<file path="src/hdl/ehd_pkg.sv">
// Package for the envelope header decoder: header layout constants, item
// classes and the word type that travels from the front end to the back end.
// No dependencies.
`timescale 1ns / 1ps

package ehd_pkg;

  // Header layout and limits
  localparam int unsigned HEADER_BYTES = 24;
  localparam int unsigned MAX_ID_LEN   = 64;

  localparam logic [15:0] POS_MAX     = 16'hFFFF;
  localparam logic [15:0] POS_VER_HI  = 16'd4;
  localparam logic [15:0] POS_VER_LO  = 16'd5;
  localparam logic [15:0] POS_HSZ_HI  = 16'd6;
  localparam logic [15:0] POS_HSZ_LO  = 16'd7;
  localparam logic [15:0] POS_BLEN_HI = 16'd8;
  localparam logic [15:0] POS_BLEN_LO = 16'd9;
  localparam logic [15:0] POS_CLEN_HI = 16'd10;
  localparam logic [15:0] POS_CLEN_LO = 16'd11;
  localparam logic [15:0] POS_RSVD    = 16'd12;
  localparam logic [15:0] POS_REQ     = 16'd16;
  localparam logic [15:0] POS_BODY    = 16'(HEADER_BYTES);

  localparam logic [15:0] HEADER_SIZE  = 16'(HEADER_BYTES);
  localparam logic [15:0] ID_LEN_LIMIT = 16'(MAX_ID_LEN);
  localparam logic [15:0] VERSION_RST  = 16'd1;

  // "TFBR"
  localparam logic [7:0] MAGIC [4] = '{8'h54, 8'h46, 8'h42, 8'h52};

  // Queue between front and back end
  localparam int unsigned QDEPTH = 2;
  localparam int unsigned QPTR_W = (QDEPTH > 1) ? $clog2(QDEPTH) : 1;
  localparam int unsigned QCNT_W = $clog2(QDEPTH + 1);

  // What a byte means, by its place in the message
  typedef enum logic [3:0] {
    KIND_CHECK,    // magic or reserved byte, checked in the front end
    KIND_HOLD,     // high byte of a 16-bit field
    KIND_VERSION,
    KIND_HSIZE,
    KIND_BLEN,
    KIND_CLEN,
    KIND_REQ,
    KIND_BODY
  } kind_e;

  typedef struct packed {
    kind_e       kind;
    logic [15:0] pos;
    logic [7:0]  data;
    logic        last;
    logic        bad;   // stateless check failed on this byte
  } item_t;

endpackage

</file>
<file path="src/hdl/ehd_front.sv">
// Front end: accepts message bytes, tracks the byte position and classifies
// each byte. Depends on ehd_pkg.
`timescale 1ns / 1ps

module ehd_front import ehd_pkg::*; (
  input  logic       clk_i,
  input  logic       rst_ni,
  input  logic       in_valid_i,
  output logic       in_ready_o,
  input  logic [7:0] data_byte_i,
  input  logic       last_byte_i,
  output logic       push_o,
  output item_t      item_o,
  input  logic       full_i
);

  logic [15:0] pos_q, pos_d;
  logic        accept;

  assign in_ready_o = !full_i;
  assign accept     = in_valid_i && !full_i;
  assign push_o     = accept;

  // Saturating position, back to zero after the final byte
  always_comb begin
    pos_d = pos_q;
    if (accept) begin
      if (last_byte_i) begin
        pos_d = '0;
      end else if (pos_q != POS_MAX) begin
        pos_d = pos_q + 16'd1;
      end
    end
  end

  always_ff @(posedge clk_i or negedge rst_ni) begin
    if (!rst_ni) begin
      pos_q <= '0;
    end else begin
      pos_q <= pos_d;
    end
  end

  // Classification and the checks that need no state
  always_comb begin
    item_o.pos  = pos_q;
    item_o.data = data_byte_i;
    item_o.last = last_byte_i;
    item_o.kind = KIND_BODY;
    item_o.bad  = (pos_q == POS_MAX);
    if (pos_q < POS_VER_HI) begin
      item_o.kind = KIND_CHECK;
      if (data_byte_i != MAGIC[pos_q[1:0]]) item_o.bad = 1'b1;
    end else if (pos_q == POS_VER_HI || pos_q == POS_HSZ_HI ||
                 pos_q == POS_BLEN_HI || pos_q == POS_CLEN_HI) begin
      item_o.kind = KIND_HOLD;
    end else if (pos_q == POS_VER_LO) begin
      item_o.kind = KIND_VERSION;
    end else if (pos_q == POS_HSZ_LO) begin
      item_o.kind = KIND_HSIZE;
    end else if (pos_q == POS_BLEN_LO) begin
      item_o.kind = KIND_BLEN;
    end else if (pos_q == POS_CLEN_LO) begin
      item_o.kind = KIND_CLEN;
    end else if (pos_q < POS_REQ) begin
      item_o.kind = KIND_CHECK;
      if (data_byte_i != 8'd0) item_o.bad = 1'b1;
    end else if (pos_q < POS_BODY) begin
      item_o.kind = KIND_REQ;
    end
  end

endmodule

</file>
<file path="src/hdl/ehd_queue.sv">
// Short queue of classified words between front and back end.
// Depends on ehd_pkg.
`timescale 1ns / 1ps

module ehd_queue import ehd_pkg::*; (
  input  logic  clk_i,
  input  logic  rst_ni,
  input  logic  push_i,
  input  item_t item_i,
  output logic  full_o,
  input  logic  pop_i,
  output logic  valid_o,
  output item_t item_o
);

  item_t              mem_q [QDEPTH];
  logic [QPTR_W-1:0]  wr_q, rd_q;
  logic [QCNT_W-1:0]  cnt_q;

  function automatic logic [QPTR_W-1:0] ptr_next(input logic [QPTR_W-1:0] p);
    if (p == QPTR_W'(QDEPTH - 1)) return '0;
    return p + QPTR_W'(1);
  endfunction

  assign full_o  = (cnt_q == QCNT_W'(QDEPTH));
  assign valid_o = (cnt_q != '0);
  assign item_o  = mem_q[rd_q];

  // Storage
  always_ff @(posedge clk_i) begin
    if (push_i) mem_q[wr_q] <= item_i;
  end

  // Pointers and fill count
  always_ff @(posedge clk_i or negedge rst_ni) begin
    if (!rst_ni) begin
      wr_q  <= '0;
      rd_q  <= '0;
      cnt_q <= '0;
    end else begin
      if (push_i) wr_q <= ptr_next(wr_q);
      if (pop_i)  rd_q <= ptr_next(rd_q);
      if (push_i && !pop_i) begin
        cnt_q <= cnt_q + QCNT_W'(1);
      end else if (pop_i && !push_i) begin
        cnt_q <= cnt_q - QCNT_W'(1);
      end
    end
  end

endmodule

</file>
<file path="src/hdl/ehd_back.sv">
// Back end: holds the message state, applies the stateful header checks,
// places identifier bytes and builds the verdict into the output register.
// Depends on ehd_pkg.
`timescale 1ns / 1ps

module ehd_back import ehd_pkg::*; (
  input  logic        clk_i,
  input  logic        rst_ni,
  input  logic        cfg_valid_i,
  input  logic [15:0] cfg_data_i,
  input  logic        valid_i,
  input  item_t       item_i,
  output logic        pop_o,
  output logic        out_valid_o,
  input  logic        out_ready_i,
  output logic        id_valid_o,
  output logic        which_id_o,
  output logic [7:0]  id_byte_o,
  output logic        done_res_o,
  output logic        status_o,
  output logic [63:0] request_id_out_o,
  output logic [15:0] broker_len_out_o,
  output logic [15:0] client_len_out_o
);

  logic [15:0] version_q;
  logic [7:0]  hold_q, hold_d;
  logic [15:0] blen_q, blen_d, clen_q, clen_d;
  logic [63:0] req_q, req_d;
  logic        err_q, err_d;
  logic        out_valid_q;

  logic [15:0] word, off;
  logic [16:0] id_end, msg_len;
  logic [17:0] exp_len;
  logic        idv, which, fin_err;

  assign pop_o       = valid_i && (!out_valid_q || out_ready_i);
  assign out_valid_o = out_valid_q;
  assign word        = {hold_q, item_i.data};
  assign off         = item_i.pos - POS_BODY;
  assign id_end      = {1'b0, blen_q} + {1'b0, clen_q};

  // Next message state for the word at the head of the queue
  always_comb begin
    hold_d = hold_q;
    blen_d = blen_q;
    clen_d = clen_q;
    req_d  = req_q;
    err_d  = err_q || item_i.bad;
    idv    = 1'b0;
    which  = 1'b0;
    case (item_i.kind)
      KIND_CHECK: ;
      KIND_HOLD:  hold_d = item_i.data;
      KIND_VERSION: begin
        if (word != version_q) err_d = 1'b1;
      end
      KIND_HSIZE: begin
        if (word != HEADER_SIZE) err_d = 1'b1;
      end
      KIND_BLEN: begin
        blen_d = word;
        if (word == '0 || word > ID_LEN_LIMIT) err_d = 1'b1;
      end
      KIND_CLEN: begin
        clen_d = word;
        if (word == '0 || word > ID_LEN_LIMIT) err_d = 1'b1;
      end
      KIND_REQ:   req_d = {req_q[55:0], item_i.data};
      KIND_BODY: begin
        if (off < blen_q) begin
          idv = 1'b1;
        end else if ({1'b0, off} < id_end) begin
          idv   = 1'b1;
          which = 1'b1;
        end
        if (idv && item_i.data == 8'd0) err_d = 1'b1;
      end
      default: ;
    endcase
  end

  // Final byte: length and request id checks
  assign msg_len = {1'b0, item_i.pos} + 17'd1;
  assign exp_len = 18'(HEADER_BYTES) + {2'b0, blen_d} + {2'b0, clen_d};
  assign fin_err = err_d || ({1'b0, msg_len} != exp_len) || (req_d == '0);

  // Configuration register and message state
  always_ff @(posedge clk_i or negedge rst_ni) begin
    if (!rst_ni) begin
      version_q   <= VERSION_RST;
      hold_q      <= '0;
      blen_q      <= '0;
      clen_q      <= '0;
      req_q       <= '0;
      err_q       <= 1'b0;
      out_valid_q <= 1'b0;
    end else begin
      if (cfg_valid_i) version_q <= cfg_data_i;
      if (pop_o) begin
        if (item_i.last) begin
          hold_q <= '0;
          blen_q <= '0;
          clen_q <= '0;
          req_q  <= '0;
          err_q  <= 1'b0;
        end else begin
          hold_q <= hold_d;
          blen_q <= blen_d;
          clen_q <= clen_d;
          req_q  <= req_d;
          err_q  <= err_d;
        end
        out_valid_q <= 1'b1;
      end else if (out_ready_i) begin
        out_valid_q <= 1'b0;
      end
    end
  end

  // Output word register
  always_ff @(posedge clk_i) begin
    if (pop_o) begin
      id_valid_o       <= idv;
      which_id_o       <= which;
      id_byte_o        <= idv ? item_i.data : 8'd0;
      done_res_o       <= item_i.last;
      status_o         <= item_i.last && fin_err;
      request_id_out_o <= item_i.last ? req_d : 64'd0;
      broker_len_out_o <= item_i.last ? blen_d : 16'd0;
      client_len_out_o <= item_i.last ? clen_d : 16'd0;
    end
  end

endmodule

</file>
<file path="src/hdl/envelope_header_decoder.sv">
// Envelope header decoder, top level: front end, word queue, back end.
// Throughput: one byte per cycle sustained, both sides may stall freely.
// Path: an accepted byte is written into the queue, then popped into the
// back end's output register, which raises out_valid_o.
// Reset: asynchronous, active low; clears all message state and the queue,
// expected_version returns to 1. cfg_ready_o is always high.
`timescale 1ns / 1ps

module envelope_header_decoder import ehd_pkg::*; (
  input  logic        clk_i,
  input  logic        rst_ni,
  input  logic        cfg_valid_i,
  output logic        cfg_ready_o,
  input  logic [15:0] cfg_data_i,
  input  logic        in_valid_i,
  output logic        in_ready_o,
  input  logic [7:0]  data_byte_i,
  input  logic        last_byte_i,
  output logic        out_valid_o,
  input  logic        out_ready_i,
  output logic        id_valid_o,
  output logic        which_id_o,
  output logic [7:0]  id_byte_o,
  output logic        done_res_o,
  output logic        status_o,
  output logic [63:0] request_id_out_o,
  output logic [15:0] broker_len_out_o,
  output logic [15:0] client_len_out_o
);

  logic  push, full, pop, q_valid;
  item_t f_item, q_item;

  assign cfg_ready_o = 1'b1;

  ehd_front u_front (
    .clk_i       (clk_i),
    .rst_ni      (rst_ni),
    .in_valid_i  (in_valid_i),
    .in_ready_o  (in_ready_o),
    .data_byte_i (data_byte_i),
    .last_byte_i (last_byte_i),
    .push_o      (push),
    .item_o      (f_item),
    .full_i      (full)
  );

  ehd_queue u_queue (
    .clk_i   (clk_i),
    .rst_ni  (rst_ni),
    .push_i  (push),
    .item_i  (f_item),
    .full_o  (full),
    .pop_i   (pop),
    .valid_o (q_valid),
    .item_o  (q_item)
  );

  ehd_back u_back (
    .clk_i            (clk_i),
    .rst_ni           (rst_ni),
    .cfg_valid_i      (cfg_valid_i),
    .cfg_data_i       (cfg_data_i),
    .valid_i          (q_valid),
    .item_i           (q_item),
    .pop_o            (pop),
    .out_valid_o      (out_valid_o),
    .out_ready_i      (out_ready_i),
    .id_valid_o       (id_valid_o),
    .which_id_o       (which_id_o),
    .id_byte_o        (id_byte_o),
    .done_res_o       (done_res_o),
    .status_o         (status_o),
    .request_id_out_o (request_id_out_o),
    .broker_len_out_o (broker_len_out_o),
    .client_len_out_o (client_len_out_o)
  );

endmodule

</file>
<file path="config.mk">
export PLATFORM = sky130hd
export DESIGN_NAME = envelope_header_decoder
export DESIGN_NICKNAME = d
export VERILOG_FILES = /design/src/hdl/ehd_pkg.sv /design/src/hdl/ehd_front.sv /design/src/hdl/ehd_queue.sv /design/src/hdl/ehd_back.sv /design/src/hdl/envelope_header_decoder.sv
export SDC_FILE = /design/constraint.sdc
export NUM_CORES = 1
export LEC_CHECK = 0
export ABC_CLOCK_PERIOD_IN_PS = 4800
export BUFFER_PORTS_ARGS = -buffer_cell sky130_fd_sc_hd__buf_2
export CAP_MARGIN = 20
export CORE_MARGIN = 8
export CORE_UTILIZATION = 35
export CTS_CLUSTER_SIZE = 25
export DETAILED_ROUTE_END_ITERATION = 8
export SLEW_MARGIN = 30
export SYNTH_ARGS = -nofsm -noshare
export SYNTH_HDL_FRONTEND = slang
export SYNTH_SLANG_ARGS = --single-unit
export TNS_END_PERCENT = 30
</file>
<file path="constraint.sdc">
create_clock -name clk_i -period 4.8 [get_ports clk_i]
set_input_delay 0.96 -clock clk_i [delete_from_list [all_inputs] [get_ports clk_i]]
set_output_delay 0.96 -clock clk_i [all_outputs]
set_load 0.1 [all_outputs]
</file>
==> impl_results.md <==
* Period utilization at a little over nine tenths
* # DRC at 0
* Total track usage at 17.7%
* Die Ht at around 230 microns
* Seq/Total Area, Yosys at between 50% and 60%
* Crit-path max cell delay at just under 600 ps
* Hold violation total from the final report at 0
* Hold Buf Count CTS at 0
* CTS root buf: clkbuf_16
* Hold WS at 469 ps
* Sw power at approximately 0.0073 W
* Sequential share of power at between 20% and 30%
* Area growth, synth to finish at 18.8%
* Synthesized instance count at roughly 1600
* Routed Antenna Nets at 0
* Req. time, crit path at slightly above 5000 ps
* Via-to-Cell Ratio at between 5 and 6
* Internal Power at 0.00737 W
* Startpoint types: flop
* Worst-Skew Late Latency at ~550 ps
* Filler cells at roughly 4400
* Reg2reg setup slack at about 200 ps
* Slew @ Worst Pin at a little under 1000 ps
* Slew Viols, Final at 0
* # H-tree levels at 2
* Number of synthesized flops with an enable pin at 166
* CTS tree: done
* GR Overflow Total at 0
* Die X at 233 microns
* Number of max-cap violations at 0
* First-pass GRT wire length at 75.6 mm
* Clock Power Share at a little under a fifth
* Status: completed
* DRT Pass-1 Iters at 5
* Worst Path Arrival at between 4000 and 5000 ps
* Post-layout min period at 4600 ps
* Crit path kind: reg -> reg
* Final-report setup violation count at 0
* Final RePlAce weighted congestion at between 0.9 and 1
* Port Buffer Count at around 140
* Critical-path top delay cell: or4b_4
* Clk sinks at 308
* HP Class: in -> async
* Crit Path Max Fanout at 13
* Die area at about 0.054 sq mm
* Number of synthesized register bits at approximately 310
* R2R depth at 18
* Sw Share at about half
* Num CTS Buffers at 36
* Lkg Pwr at slightly above 8 nW
* Worst relative slew slack at 35.9%
* YS warnings at 0
* Hpwl dp at 35.5 mm
* Setup bufs post-CTS at 0
* Setup TNS at 0 ps
* Share of post-route cells with drive strength above 1 at 18.1%
* Synthesized area at ~0.016 sq mm
* Ys flop type: edfxtp_1
* Site Rows at just under 80
* Clock skew at about 18 ps
* Most frequent cells in the layout: nand2_1, edfxtp_1, dfrtp_1
* Vias in the first global route at ~13000
* Per-cell routed wire length at approximately 20 microns
* Core area at 0.0466 sq mm
* Largest net degree at the start of global routing at 96
* Async set-reset flop share out of synthesis at 46.1%
* Power density over the cells at approximately 750 mW/mm^2
* Max VDD drop at 0.000603 V
* Crit end category: flop
* RSZ-0062 raised after global routing: false
* Num ports at about 140
* Via Count at about 13000
* Clock transition at path regs at 60 ps
* Ant. Diodes at 0
* Peak Freq at around 220 MHz
* Nets at around 1900
* Commonest non-fill, non-tap cell in the layout: nand2_1
* Syn Area/Cell at just over 10 sq um
* Cell variety after synth at between 80 and 90
* Combinational share of power at 53.5%
* CP cell instances: or4b_4 -> buf_4 -> nor2b_4 -> buf_4 -> o31ai_4 -> nand2_1 -> xnor2_1 -> nor2_1 -> a21oi_1 -> ha_1 -> a21oi_2 -> o221ai_1 -> a31oi_1 -> o21ai_1 -> and3_1 -> or4b_1 -> a32oi_1 -> a21oi_1
* Initial antenna violation count at 0
* Initial DRC Count at slightly above 1000
* Initial core utilization at a little over a third
* CTS Buffer Depth at 3
* Net count after synthesis at around 1700
* Total wire length at between 40 and 50 mm
## layout make-up
class	count	area, sq um	area share, %
clock buffer	50	996	5.08
clock inverter	16	190	0.971
inverter	65	246	1.26
multi-input combinational	1144	7530	38.4
sequential	308	8540	43.6
tap	607	759	3.88
timing repair buffer	216	1330	6.78
## layer usage
layer  vias up  GRT usage [%]  share of wire [%]
met3        87           3.34                6.7
met4         0           6.28                3.3
li1       6174              -                  -
met2       437           27.5                 45
met5         -              0                  0
met1      6341           24.3                 45
## Yosys cell counts, types with 13 or more instances
cell	instances	share of area, %
nor4_1	28	1.1
nand2_1	225	5.1
clkbuf_1	53	1.2
inv_1	63	1.4
a22o_1	62	3.3
o21ai_0	99	3.0
xnor2_1	63	3.3
dfrtp_1	141	21
mux2i_1	34	2.1
nand4_1	27	1.0
nand3_1	27	0.82
xor2_1	33	1.8
nand2b_1	15	0.57
a211oi_1	20	0.91
ha_1	70	5.3
nor3_1	13	0.39
a21oi_1	110	3.3
edfxtp_1	166	30
nor2_1	121	2.8
mux2_2	19	1.3
## registers in the layout (all words and copies together), names as in the netlist, 8 cells and up
| signal | cells |
|---|---|
| u_back.blen_q | 16 |
| u_queue.mem_q | 58 |
| u_back.client_len_out_o | 16 |
| u_back.version_q | 16 |
| u_back.request_id_out_o | 64 |
| u_back.broker_len_out_o | 16 |
| u_front.pos_q | 16 |
| u_back.req_q | 64 |
| u_back.id_byte_o | 8 |
| u_back.hold_q | 8 |
| u_back.clen_q | 16 |
## power groups by stage
stage | Sequential [W] | Clock [W] | Combinational (W)
floorplan | 0.00638 | 0 | 0.00336
global placement | 0.00409 | 0 | 0.00770
detailed placement | 0.00411 | 0 | 0.00776
CTS | 0.00406 | 0.00283 | 0.00780
global route | 0.00414 | 0.00292 | 0.00841
finish | 0.00406 | 0.00276 | 0.00785
## cell families (layout without fill, tap and decap cells)
logic type / after synthesis / in the layout / synth area share (%)
simple gates: 526 / 526 / 15.0
compound gates: 391 / 391 / 15.3
flops: 308 / 308 / 51.8
buf+inv: 139 / 347 / 3.37
xor+xnor: 98 / 98 / 5.37
fa+ha+maj: 73 / 73 / 5.62
mux: 55 / 55 / 3.51
other cells: 1 / 1 / 0.0227
## final timing paths
kind	from	end
max reg2reg	u_queue.rd_q$_DFFE_PN0P_	u_back.status_o$_DFFE_PP_
min in group clk_i	u_back.err_q$_DFFE_PN0P_	u_back.err_q$_DFFE_PN0P_
min reg2reg	u_back.err_q$_DFFE_PN0P_	u_back.err_q$_DFFE_PN0P_
max in group asynchronous	rst_ni	u_back.blen_q[3]$_DFFE_PN0P_
min	rst_ni	u_front.pos_q[5]$_DFFE_PN0P_
max	u_queue.rd_q$_DFFE_PN0P_	u_back.status_o$_DFFE_PP_
## critical path: cells and delay by family, from the launching register on
kind            cells  cell delay [ps]
compound gates      8             1420
xor+xnor            1              150
simple gates        6             1610
buf+inv             2              360
fa+ha+maj           1              380
flops               1              430
## what timing repair did
action	in CTS	in global routing
endpoints found under the setup margin	1	3
gates resized for setup	4	25
pin swaps	0	3
## metrics by stage
step,power (W),setup WS (ps),utilization (%),cell area [sq um],cells
finish,0.0147,195,42.1,19600,2406
global route,0.0155,31.0,42.1,19600,2406
detailed placement,0.0119,-143,39.3,18300,2340
floorplan,0.00975,-438,-,16500,1591
CTS,0.0147,4.55,41.9,19500,2406
global placement,0.0118,-82.6,39.3,18300,2340
Note: power is estimated with default switching activity, not from simulation.
